**src/rtl/dpa_pkg.sv**
```systemverilog
// Shared types and constants for the duplex pump alternator.
package dpa_pkg;

  localparam int unsigned CNT_W = 16;
  localparam int unsigned IDX_W = 2;

  typedef enum logic [IDX_W-1:0] {
    CFG_ALT_LIMIT     = 2'd0,
    CFG_SAVE_INTERVAL = 2'd1,
    CFG_ACID_PERIOD   = 2'd2
  } dpa_cfg_idx_e;

  typedef enum logic [2:0] {
    MODE_OFF     = 3'd0,
    MODE_ALT     = 3'd1,
    MODE_RESERVE = 3'd2,
    MODE_FAILED  = 3'd3,
    MODE_MANUAL  = 3'd4
  } dpa_mode_e;

  localparam logic [CNT_W-1:0] ALT_LIMIT_RST     = 16'd30;
  localparam logic [CNT_W-1:0] SAVE_INTERVAL_RST = 16'd20;
  localparam logic [CNT_W-1:0] ACID_PERIOD_RST   = 16'd10;

  // Effective limits, each already forced to at least one.
  typedef struct packed {
    logic [CNT_W-1:0] alt_limit;
    logic [CNT_W-1:0] save_interval;
    logic [CNT_W-1:0] acid_period;
  } dpa_cfg_t;

  typedef struct packed {
    logic run;
    logic ready;
  } dpa_chan_in_t;

  typedef struct packed {
    logic kick;
    logic pend_set;
    logic save;
  } dpa_chan_out_t;

  typedef struct packed {
    logic       line_is_380v;
    logic [2:0] p1_phase_faults;
    logic [2:0] p2_phase_faults;
    logic       p1_overheat;
    logic       p2_overheat;
    logic       power_switch_on;
    logic       manual_mode;
    logic       p1_run_cmd;
    logic       p2_run_cmd;
  } dpa_tick_t;

  typedef struct packed {
    logic      relay_one;
    logic      relay_two;
    logic      relay_alarm;
    logic      lamp_p1_run;
    logic      lamp_p1_fault;
    logic      lamp_p2_run;
    logic      lamp_p2_fault;
    dpa_mode_e mode;
    logic      lead_is_one;
    logic      save_request;
  } dpa_result_t;

endpackage

```
**src/rtl/dpa_cfg_regs.sv**
```systemverilog
// Configuration register file: change time, save interval, exercise period.
module dpa_cfg_regs (
  input  logic                                 clk_i,
  input  logic                                 rst_ni,
  input  logic                                 cfg_valid_i,
  input  logic                                 cfg_ready_i,
  input  logic [dpa_pkg::IDX_W-1:0]            cfg_index_i,
  input  logic [dpa_pkg::CNT_W-1:0]            cfg_data_i,
  output dpa_pkg::dpa_cfg_t                    cfg_o
);

  dpa_pkg::dpa_cfg_t        cfg_d, cfg_q;
  logic [dpa_pkg::CNT_W-1:0] val_eff;

  // A zero limit behaves as one; store it that way.
  assign val_eff = (cfg_data_i == '0) ? dpa_pkg::CNT_W'(1) : cfg_data_i;

  always_comb begin
    cfg_d = cfg_q;
    if (cfg_valid_i && cfg_ready_i) begin
      case (cfg_index_i)
        dpa_pkg::CFG_ALT_LIMIT:     cfg_d.alt_limit     = val_eff;
        dpa_pkg::CFG_SAVE_INTERVAL: cfg_d.save_interval = val_eff;
        dpa_pkg::CFG_ACID_PERIOD:   cfg_d.acid_period   = val_eff;
        default:                    cfg_d = cfg_q;
      endcase
    end
  end

  always_ff @(posedge clk_i or negedge rst_ni) begin
    if (!rst_ni) begin
      cfg_q.alt_limit     <= dpa_pkg::ALT_LIMIT_RST;
      cfg_q.save_interval <= dpa_pkg::SAVE_INTERVAL_RST;
      cfg_q.acid_period   <= dpa_pkg::ACID_PERIOD_RST;
    end else begin
      cfg_q <= cfg_d;
    end
  end

  assign cfg_o = cfg_q;

endmodule

```
**src/rtl/dpa_pump_chan.sv**
```systemverilog
// Per-pump run, save-phase, idle and exercise-kick counters.
module dpa_pump_chan #(
  parameter int unsigned KickTicks = 2
) (
  input  logic                  clk_i,
  input  logic                  rst_ni,
  input  logic                  step_i,
  input  dpa_pkg::dpa_chan_in_t ctl_i,
  input  dpa_pkg::dpa_cfg_t     cfg_i,
  output dpa_pkg::dpa_chan_out_t out_o
);

  localparam logic [1:0] KickLoad = 2'(KickTicks - 1);

  logic [dpa_pkg::CNT_W-1:0] rc_d, rc_q, sp_d, sp_q, ic_d, ic_q;
  logic [1:0]                kl_d, kl_q;
  logic [dpa_pkg::CNT_W:0]   sp_inc;
  logic [dpa_pkg::CNT_W-1:0] rc_wrap, rc_next, ic_inc;
  logic                      rc_hit, sp_hit, ic_hit, sp_zero;

  assign rc_wrap = rc_q + dpa_pkg::CNT_W'(1);
  assign rc_hit  = rc_wrap >= cfg_i.alt_limit;
  assign rc_next = rc_hit ? '0 : rc_wrap;
  assign sp_inc  = {1'b0, sp_q} + (dpa_pkg::CNT_W + 1)'(1);
  assign sp_hit  = sp_inc >= {1'b0, cfg_i.save_interval};
  assign sp_zero = (rc_next == '0) || sp_hit;
  assign ic_inc  = ic_q + dpa_pkg::CNT_W'(1);
  assign ic_hit  = ic_inc >= cfg_i.acid_period;

  always_comb begin
    rc_d  = rc_q;
    sp_d  = sp_q;
    ic_d  = ic_q;
    kl_d  = kl_q;
    out_o = '0;
    if (ctl_i.run) begin
      rc_d           = rc_next;
      sp_d           = sp_zero ? '0 : sp_inc[dpa_pkg::CNT_W-1:0];
      ic_d           = '0;
      kl_d           = '0;
      out_o.pend_set = rc_hit;
      out_o.save     = sp_zero;
    end else if (!ctl_i.ready) begin
      ic_d = '0;
      kl_d = '0;
    end else if (kl_q != '0) begin
      kl_d       = kl_q - 2'd1;
      out_o.kick = 1'b1;
    end else begin
      ic_d = ic_hit ? '0 : ic_inc;
      if (ic_hit) begin
        kl_d       = KickLoad;
        out_o.kick = 1'b1;
      end
    end
  end

  always_ff @(posedge clk_i or negedge rst_ni) begin
    if (!rst_ni) begin
      rc_q <= '0;
      sp_q <= '0;
      ic_q <= '0;
      kl_q <= '0;
    end else if (step_i) begin
      rc_q <= rc_d;
      sp_q <= sp_d;
      ic_q <= ic_d;
      kl_q <= kl_d;
    end
  end

endmodule

```
**src/rtl/duplex_pump_alternator_unit.sv**
```systemverilog
// Registered path from input transaction to result: input register, then result register.
// Throughput: one tick per cycle while the result side does not stall; the pump state updates in the single step stage.
// Stall on the result side backs up through the input register combinationally.
// Reset: all control and pump state cleared, limits to 30 / 20 / 10, pump two leads.
// Configuration writes are taken every cycle (ready held high).
module duplex_pump_alternator_unit #(
  parameter int unsigned KICK_TICKS = 2
) (
  input  logic                          clk_i,
  input  logic                          rst_ni,
  input  logic                          cfg_valid_i,
  output logic                          cfg_ready_o,
  input  logic [dpa_pkg::IDX_W-1:0]     cfg_index_i,
  input  logic [dpa_pkg::CNT_W-1:0]     cfg_data_i,
  input  logic                          in_valid_i,
  output logic                          in_stall_o,
  input  logic                          line_is_380v_i,
  input  logic [2:0]                    p1_phase_faults_i,
  input  logic [2:0]                    p2_phase_faults_i,
  input  logic                          p1_overheat_i,
  input  logic                          p2_overheat_i,
  input  logic                          power_switch_on_i,
  input  logic                          manual_mode_i,
  input  logic                          p1_run_cmd_i,
  input  logic                          p2_run_cmd_i,
  output logic                          out_valid_o,
  input  logic                          out_stall_i,
  output logic                          relay_one_o,
  output logic                          relay_two_o,
  output logic                          relay_alarm_o,
  output logic                          lamp_p1_run_o,
  output logic                          lamp_p1_fault_o,
  output logic                          lamp_p2_run_o,
  output logic                          lamp_p2_fault_o,
  output logic [2:0]                    mode_o,
  output logic                          lead_is_one_o,
  output logic                          save_request_o
);

  dpa_pkg::dpa_cfg_t      cfg;
  dpa_pkg::dpa_tick_t     in_q;
  dpa_pkg::dpa_result_t   res, out_q;
  dpa_pkg::dpa_chan_in_t  ctl [2];
  dpa_pkg::dpa_chan_out_t chan [2];

  logic       in_valid_q, out_valid_q;
  logic       in_load, adv, step;
  logic [1:0] ready_d, ready_q, fsl_d, fsl_q, now, run, fault_lamp;
  logic       lead_d, lead_q, pend_d, pend_q;
  dpa_pkg::dpa_mode_e mode;

  assign cfg_ready_o = 1'b1;

  dpa_cfg_regs u_cfg (
    .clk_i       (clk_i),
    .rst_ni      (rst_ni),
    .cfg_valid_i (cfg_valid_i),
    .cfg_ready_i (cfg_ready_o),
    .cfg_index_i (cfg_index_i),
    .cfg_data_i  (cfg_data_i),
    .cfg_o       (cfg)
  );

  // Handshake: the result register frees when empty or taken.
  assign adv        = !out_valid_q || !out_stall_i;
  assign step       = in_valid_q && adv;
  assign in_stall_o = in_valid_q && !adv;
  assign in_load    = in_valid_i && !in_stall_o;

  always_ff @(posedge clk_i or negedge rst_ni) begin
    if (!rst_ni) begin
      in_valid_q <= 1'b0;
    end else if (in_load) begin
      in_valid_q <= 1'b1;
    end else if (step) begin
      in_valid_q <= 1'b0;
    end
  end

  always_ff @(posedge clk_i) begin
    if (in_load) begin
      in_q <= '{line_is_380v:    line_is_380v_i,
                p1_phase_faults: p1_phase_faults_i,
                p2_phase_faults: p2_phase_faults_i,
                p1_overheat:     p1_overheat_i,
                p2_overheat:     p2_overheat_i,
                power_switch_on: power_switch_on_i,
                manual_mode:     manual_mode_i,
                p1_run_cmd:      p1_run_cmd_i,
                p2_run_cmd:      p2_run_cmd_i};
    end
  end

  // Fault seen this tick: overheat, plus any phase bit on a three-phase line.
  assign now[0] = in_q.p1_overheat | (in_q.line_is_380v & (|in_q.p1_phase_faults));
  assign now[1] = in_q.p2_overheat | (in_q.line_is_380v & (|in_q.p2_phase_faults));

  always_comb begin
    ready_d    = '0;
    fsl_d      = '0;
    run        = '0;
    fault_lamp = '0;
    mode       = dpa_pkg::MODE_OFF;
    lead_d     = lead_q;
    pend_d     = pend_q;
    if (in_q.power_switch_on) begin
      ready_d = ~(now & fsl_q);
      fsl_d   = now;
      if (&ready_d) begin
        if (in_q.manual_mode) begin
          mode = dpa_pkg::MODE_MANUAL;
          run  = {in_q.p2_run_cmd, in_q.p1_run_cmd};
        end else begin
          mode = dpa_pkg::MODE_ALT;
          if (pend_q) begin
            lead_d = ~lead_q;
            pend_d = 1'b0;
          end
          run = {~lead_d, lead_d};
        end
      end else if (|ready_d) begin
        mode       = dpa_pkg::MODE_RESERVE;
        run        = ready_d;
        fault_lamp = ~ready_d;
      end else begin
        mode       = dpa_pkg::MODE_FAILED;
        fault_lamp = 2'b11;
      end
    end
    // Set a pending change when either pump's run counter reaches the change limit this tick.
    if (chan[0].pend_set || chan[1].pend_set) begin
      pend_d = 1'b1;
    end
  end

  for (genvar p = 0; p < 2; p++) begin : g_chan
    assign ctl[p].run   = run[p];
    assign ctl[p].ready = ready_d[p];

    dpa_pump_chan #(
      .KickTicks (KICK_TICKS)
    ) u_chan (
      .clk_i  (clk_i),
      .rst_ni (rst_ni),
      .step_i (step),
      .ctl_i  (ctl[p]),
      .cfg_i  (cfg),
      .out_o  (chan[p])
    );
  end

  always_comb begin
    res.relay_one     = run[0] | chan[0].kick;
    res.relay_two     = run[1] | chan[1].kick;
    res.relay_alarm   = (mode == dpa_pkg::MODE_FAILED);
    res.lamp_p1_run   = run[0] | chan[0].kick;
    res.lamp_p1_fault = fault_lamp[0] & ~chan[0].kick;
    res.lamp_p2_run   = run[1] | chan[1].kick;
    res.lamp_p2_fault = fault_lamp[1] & ~chan[1].kick;
    res.mode          = mode;
    res.lead_is_one   = lead_d;
    res.save_request  = chan[0].save | chan[1].save;
  end

  always_ff @(posedge clk_i or negedge rst_ni) begin
    if (!rst_ni) begin
      ready_q     <= '0;
      fsl_q       <= '0;
      lead_q      <= 1'b0;
      pend_q      <= 1'b0;
      out_valid_q <= 1'b0;
    end else begin
      if (step) begin
        ready_q <= ready_d;
        fsl_q   <= fsl_d;
        lead_q  <= lead_d;
        pend_q  <= pend_d;
      end
      if (adv) begin
        out_valid_q <= step;
      end
    end
  end

  always_ff @(posedge clk_i) begin
    if (step) begin
      out_q <= res;
    end
  end

  assign out_valid_o     = out_valid_q;
  assign relay_one_o     = out_q.relay_one;
  assign relay_two_o     = out_q.relay_two;
  assign relay_alarm_o   = out_q.relay_alarm;
  assign lamp_p1_run_o   = out_q.lamp_p1_run;
  assign lamp_p1_fault_o = out_q.lamp_p1_fault;
  assign lamp_p2_run_o   = out_q.lamp_p2_run;
  assign lamp_p2_fault_o = out_q.lamp_p2_fault;
  assign mode_o          = out_q.mode;
  assign lead_is_one_o   = out_q.lead_is_one;
  assign save_request_o  = out_q.save_request;

`ifndef NO_ASSERTIONS
  a_alarm_no_relay : assert property (@(posedge clk_i) disable iff (!rst_ni)
    out_valid_o && relay_alarm_o |-> !relay_one_o && !relay_two_o
      && mode_o == dpa_pkg::MODE_FAILED)
    else $error("alarm with a pump relay driven");

  a_off_quiet : assert property (@(posedge clk_i) disable iff (!rst_ni)
    out_valid_o && mode_o == dpa_pkg::MODE_OFF |-> !relay_one_o && !relay_two_o
      && !save_request_o && !lamp_p1_fault_o && !lamp_p2_fault_o)
    else $error("output active while powered off");

  a_lamp_follows_relay : assert property (@(posedge clk_i) disable iff (!rst_ni)
    out_valid_o |-> lamp_p1_run_o == relay_one_o && lamp_p2_run_o == relay_two_o)
    else $error("run lamp differs from relay");

  a_backpressure : assert property (@(posedge clk_i) disable iff (!rst_ni)
    in_valid_q && out_valid_q && out_stall_i |-> in_stall_o)
    else $error("input accepted over a held tick");

  a_state_only_on_step : assert property (@(posedge clk_i) disable iff (!rst_ni)
    !step |=> $stable(lead_q) && $stable(pend_q) && $stable(ready_q))
    else $error("pump state changed without a tick");
`endif

endmodule
```
**config.mk**
```make
export PLATFORM = sky130hd
export DESIGN_NAME = duplex_pump_alternator_unit
export DESIGN_NICKNAME = d
export VERILOG_FILES = /design/src/rtl/dpa_pkg.sv /design/src/rtl/dpa_cfg_regs.sv /design/src/rtl/dpa_pump_chan.sv /design/src/rtl/duplex_pump_alternator_unit.sv
export SDC_FILE = /design/constraint.sdc
export NUM_CORES = 1
export LEC_CHECK = 0
export BUFFER_PORTS_ARGS = -buffer_cell sky130_fd_sc_hd__buf_2
export CORE_MARGIN = 3
export CORE_UTILIZATION = 40
export CTS_BUF_LIST = sky130_fd_sc_hd__clkbuf_4 sky130_fd_sc_hd__clkbuf_8
export DETAILED_ROUTE_END_ITERATION = 7
export PLACE_DENSITY_LB_ADDON = 0.1
export SYNTH_ARGS = -nofsm -noshare
export SYNTH_HDL_FRONTEND = slang
export SYNTH_SLANG_ARGS = --single-unit
```
**constraint.sdc**
```tcl
create_clock -name clk_i -period 3.34 [get_ports clk_i]
set_clock_uncertainty 0.05 [all_clocks]
set_input_delay 0.334 -clock clk_i [delete_from_list [all_inputs] [get_ports clk_i]]
set_output_delay 0.334 -clock clk_i [all_outputs]
set_load 0.005 [all_outputs]
```
Word level (Yosys, flattened, before mapping) --
Index checks and enable logic that the tools add are counted.
Storage, ports and cells: output and inout port bits 15, bits of input ports 36, bits in registers 177, logic and storage cells 162
Cells by class: eq/ne operators 8, bitwise logic cells 16, muxes and demuxes 57, reduce and logical (&&, ||, !) cells 34, $lt $le $gt $ge 6, $add $sub $neg 8
Operators by type and width (count):
- $mux W16 | 13
- $add A16 B1 Y16 const B | 4
- $ge A16 B16 Y1 | 4
- $logic_not A16 Y1 | 3
- $mux W2 | 19
- $add A16 B1 Y17 const B | 2
- $ge A17 B16 Y1 | 2
- $mux W1 | 22
- $reduce_and A2 Y1 | 10
- $reduce_bool A2 Y1 | 5
- $mux W3 | 3
- $ne A4 B1 Y1 const B | 2
- $ne A3 B3 Y1 const B | 2
- $reduce_or A3 Y1 | 2
- $or A1 B1 Y1 | 5
- $and A1 B1 Y1 | 4
- $logic_not A1 Y1 | 4
- $logic_or A1 B1 Y1 | 4
- $not A1 Y1 | 4
- $not A2 Y2 | 2
- $reduce_and A4 Y1 | 1
- $sub A2 B1 Y2 const B | 2
- $eq A3 B2 Y1 const B | 1
- $logic_and A1 B1 Y1 | 3
- 6 further kinds | 6

Depth between registers and ports, before layout --
depth after elaboration 16, depth in mapped cells 17, depth with buffers taken out 14

Modules after synthesis --
From an unflattened synthesis, not the netlist that was laid out.
Second synthesis, totals: cells, all modules 1262, area, all modules 11886.4 sq um
Modules (own cells, without submodules):
- dpa_pump_chan (g_chan[1].u_chan) | cells each 539, times used 1, area an instance 4429.2 sq um
- dpa_pump_chan (g_chan[0].u_chan) | cells each 525, times used 1, area an instance 4384.2 sq um
- dpa_cfg_regs | cells each 111, times used 1, area an instance 1878.1 sq um
- duplex_pump_alternator_unit | cells each 87, times used 1, area an instance 1194.9 sq um

Worst setup path before layout --
OpenSTA, ideal clock, no wires.
path type register to register, start register g_chan[1].u_chan.rc_q[0] (netlist name), end register g_chan[1].u_chan.rc_q[7] (netlist name), required time 3157 ps, stages on the path, launching flop included 16, clock period less this slack 3643 ps, arrival time 3460 ps, path slack -303 ps, cell sequence dfrtp_1 ha_1 nand2_1 nor4_4 nand3_1 xor2_1 inv_1 ha_1 nand4_1 nor3_1 or4b_2 nand3_1 clkbuf_1 a21oi_1 o21ai_0 o31ai_1
Between the ends: word-level cells in the longest chain between the ends 3
Ends and longest elaborated chain:
- start, declared | line dpa_pump_chan.sv:15 | logic [dpa_pkg::CNT_W-1:0] rc_d, rc_q, sp_d, sp_q, ic_d, ic_q;
- start signal, assigned | line dpa_pump_chan.sv:65 | rc_q <= rc_d;
- $add A16 B1 Y16 (*) | line dpa_pump_chan.sv:21 | assign rc_wrap = rc_q + dpa_pkg::CNT_W'(1);
- $ge A16 B16 Y1 | line dpa_pump_chan.sv:22 | assign rc_hit = rc_wrap >= cfg_i.alt_limit;
- $mux W16 (*) | line dpa_pump_chan.sv:23 | assign rc_next = rc_hit ? '0 : rc_wrap;
Mark *: on every way between the ends. The rest lies on a longest branch, timed or not. A chain may end at the register's enable or synchronous reset.

Worst setup path after layout --
start register g_chan[1].u_chan.sp_q[1] (netlist name), end register g_chan[1].u_chan.sp_q[12] (netlist name)
Between the ends: word-level cells in the longest chain between the ends 4
Ends and longest elaborated chain:
- start, declared | line dpa_pump_chan.sv:15
- start signal, assigned | line dpa_pump_chan.sv:66 | sp_q <= sp_d;
- $add A16 B1 Y17 (*) | line dpa_pump_chan.sv:24 | assign sp_inc = {1'b0, sp_q} + (dpa_pkg::CNT_W + 1)'(1);
- $ge A17 B16 Y1 | line dpa_pump_chan.sv:25 | assign sp_hit = sp_inc >= {1'b0, cfg_i.save_interval};
- $logic_or A1 B1 Y1 | line dpa_pump_chan.sv:26 | assign sp_zero = (rc_next == '0) || sp_hit;
- $mux W16 (*) | line dpa_pump_chan.sv:38 | sp_d = sp_zero ? '0 : sp_inc[dpa_pkg::CNT_W-1:0];
Marked as above.

==> summary.md <==
| Metric | Value |
|---|---|
| R2R Path Start | g_chan[1].u_chan.sp_q[1] |
| Largest net degree at the start of global routing | 83 |
| Setup TNS | -522 ps |
| Core area | about 0.028 sq mm |
| Final hold slack | around 53 ps |
| Mapped Area | about 0.011 sq mm |
| Final worst slack | -115 ps |
| Layout cells sized above 1 | 33.5% |
| Worst Hold Path EP | out_valid_o |
| Reg power frac | about two fifths |
| Clock transition at path regs | 90 ps |
| DP HPWL | 22.8 mm |
| R2r endpoint | g_chan[1].u_chan.sp_q[12] |
| Clk_lat worst skew | ~480 ps |
| Failing checks | negative setup slack |
| GRT Total Usage | approximately a fifth |
| Fin. max-slew vios | 0 |
| Worst slew margin | a little over two fifths |
| Post-Layout Cell Count | between 1500 and 2000 |
| Top-Level Pins | between 50 and 60 |
| Leak pwr | slightly above 7 nW |
| # setup viols final | 11 |
| Ys Warns | 0 |
| Share of the yosys chip area belonging to registers | 39.7% |
| DIE WIDTH | around 180 um |
| Most used DFF post-synth | dfrtp_1 |
| Chip Height | between 150 and 200 um |
| # clock sinks | between 150 and 200 |
| Arr. time, crit path | approximately 3800 ps |
| Asr flop ratio synth | ~87% |
| Status | complete, but fails checks |
| DR WL/cell | ~18 um |
| Slew @ Worst Pin | approximately 860 ps |
| Worst hold path startpoint | out_stall_i |
| DR DRC count | 0 |
| Synth Net Count | roughly 1300 |
| Final wirelength | around 32 mm |
| Routability cong. | 0.848 |
| Maximum vdd drop | between 200 and 300 uV |
| Maximum clock frequency | just under 300 MHz |
| Startpoint Class | flop |
| CTS H-Tree Depth | 4 |
| Most frequent cells in the layout | buf_4, dfrtp_1, nand2_1, ha_1 |
| CTS Buf Count | 17 |
| Gr ovfl total | 0 |
| Switching power | 0.00226 W |
| Root buffer cell | clkbuf_8 |
| Top layer in use | met4 |
| Initial Utilization | 40.9% |
| Placed Cells | ~1700 |
| Critical Path RT | 3670 ps |
| Worst Path Max Fanout | 7 |
| Count of different cell masters after synthesis | 86 |
| Final min period | between 3000 and 4000 ps |
| Final-stage net count | 1551 |
| Via density | 5.28 |
| Port Buffers | slightly below 50 |
| Area delta synth->final | 29.5% |
| Internal | roughly 0.0042 W |
| TritonRoute pass-1 iters | 7 |
| Comb power frac | roughly 36% |
| Worst hold-check path type | input pin to flop |
| Final worst-path cycle share | 103% |
| Row count | 61 |
| Most common cell after layout, fill and taps aside | buf_4 |
| Count of maximum capacitance violations | 0 |
| Final number of hold-violating endpoints | 0 |
| Power share of the clock group | approximately a quarter |
| Crit path kind | flop to flop |
| EDFF count, synth | 23 |
| Met3 WL post-DR | 1.13 mm |
| Net Sw Frac | 35.0% |
| #FFs+latches synth | approximately 180 |
| Clock Path Buffers | 2 |
| Mapped Cells | 1200 |
| Path depth of the worst reg2reg path | 15 |
| DRT antenna net count | 0 |
| CP Capture Type | flop |
| Unrepaired setup endpoints after global routing | yes |
| Met2 wire length | ~16 mm |
| Number of global-route vias before repair | 9207 |
| Via Count | 9527 |
| Global-route wire length before repair | 49.1 mm |
| PD cells | 435 mW/mm^2 |
| Reg-to-reg slack, setup | -120 ps |
| Die ar. | between 0.03 and 0.04 sq mm |
| Syn avg cell area | 9.55 sq um |
| WL met1 | 14.0 mm |
| CTS tree | yes |
| Hold Path Depth | 3 |
| Initial antenna violation count | 1 |
| DR iter-0 viols | 485 |
## worst max-delay path by stage
stage	start	endpoint	slack (ps)	cells past startpoint
2_1_floorplan	g_chan[1].u_chan.sp_q[0]	save_request_o	3	15
3_3_place_gp	g_chan[1].u_chan.sp_q[4]	g_chan[1].u_chan.sp_q[9]	-130	13
3_5_place_dp	g_chan[1].u_chan.sp_q[0]	g_chan[1].u_chan.sp_q[12]	-230	14
4_1_cts	g_chan[1].u_chan.rc_q[5]	g_chan[1].u_chan.sp_q[10]	-30	13
5_1_grt	g_chan[1].u_chan.sp_q[1]	g_chan[1].u_chan.sp_q[9]	-250	15
6_report	g_chan[1].u_chan.sp_q[1]	g_chan[1].u_chan.sp_q[12]	-120	15
## routing by layer
layer	vias to the layer above	global-route usage, %
li1	4741	-
met1	4581	26.4
met2	171	34.8
met3	34	3.42
met4	0	5.52
met5	-	0
## through the flow
step,setup WS (ps),cell area [sq um],utilization [%],total power [W]
finish,-115,14800,53.0,0.00645
global route,-250,14800,53.0,0.00688
CTS,-27.6,13800,49.3,0.00626
detailed placement,-230,13100,46.7,0.00463
global placement,-131,13100,46.7,0.00460
floorplan,3.17,11500,-,0.00384
## flip-flops by register name, indices dropped and copies added, names as in the netlist, 2 cells and up
| register | cells |
|---|---|
| in_q | 13 |
| g_chan.u_chan.ic_q | 32 |
| g_chan.u_chan.kl_q | 4 |
| g_chan.u_chan.rc_q | 32 |
| u_cfg.cfg_o | 48 |
| g_chan.u_chan.sp_q | 32 |
| fsl_q | 2 |
| mode_o | 3 |
## layout make-up
type                    instances  area [sq um]
clock buffers                  17           234
well taps                     378           473
flip-flops and latches        177          4560
fillers                      2563         13200
repair buffers                241          1900
diodes                          1          2.50
inverters                      70           263
multi-input cells             906          7260
clock inverters                15           155
## kinds of logic (layout without fill, tap and decap cells)
| family | Yosys count | in the layout | synth area share (%) |
|---|---|---|---|
| simple gates | 414 | 414 | 18.4 |
| fa+ha+maj | 102 | 102 | 11.1 |
| buf+inv | 117 | 343 | 4.75 |
| flops | 177 | 177 | 39.7 |
| xor+xnor | 79 | 79 | 6.04 |
| mux | 34 | 34 | 3.32 |
| compound gates | 276 | 276 | 16.6 |
| other cells | 1 | 2 | 0.0327 |
## worst max-delay path, stage by stage (launching register included)
cell	delay, ps
dfrtp_1	390
ha_2	200
nand2_2	70
or4_4	560
buf_6	150
xnor2_2	120
ha_1	310
a21oi_2	150
o21ai_2	100
buf_4	140
o2111ai_2	170
a21oi_2	70
a211o_4	370
buf_12	160
nand2b_4	160
o31ai_2	180
## power groups by stage
| stage | sequential [W] | combinational [W] | clock, W |
|---|---|---|---|
| 3_3_place_gp | 0.00263 | 0.00197 | 0 |
| 2_1_floorplan | 0.00262 | 0.00122 | 0 |
| 6_report | 0.00259 | 0.00233 | 0.00153 |
| 5_1_grt | 0.00262 | 0.00258 | 0.00168 |
| 4_1_cts | 0.00258 | 0.00209 | 0.00159 |
| 3_5_place_dp | 0.00263 | 0.00199 | 0 |
## synthesized netlist by cell type, types with 6 or more instances
cell type	number	area, sq um
a22o_2	8	80.1
nand3_1	43	215
or2_2	7	43.8
a32o_1	6	60.1
clkbuf_1	23	86.3
a21oi_1	38	190
nor4_1	10	62.6
nand2_1	143	537
edfxtp_1	23	691
nand2b_1	27	169
buf_4	7	52.6
ha_1	102	1280
and3_1	8	50.1
xnor2_1	43	377
nand3b_1	7	52.6
a211o_1	7	61.3
o31ai_1	15	113
nor2_1	64	240
dfrtp_1	146	3650
nand4_1	23	144
or3_1	12	75.1
o21ai_0	88	440
nor2b_1	8	50.1
a211oi_1	11	82.6
xor2_1	36	315
dfstp_2	8	210
a21o_1	32	240
buf_2	8	40.0
a22o_1	15	131
o21ai_1	10	50.1
nor3_1	27	135
inv_1	69	259
mux2_2	32	360
## what timing repair did
| item | in CTS | in global routing |
|---|---|---|
| hold endpoints to repair | 86 | 0 |
| setup endpoints to repair | 65 | 92 |
| gates resized for setup | 27 | 168 |
| pin swaps | 14 | 85 |
| hold buffers | 15 | 0 |
| gates cloned | 0 | 5 |
| buffers inserted | 8 | 21 |
(Power assumes the default switching activity.)
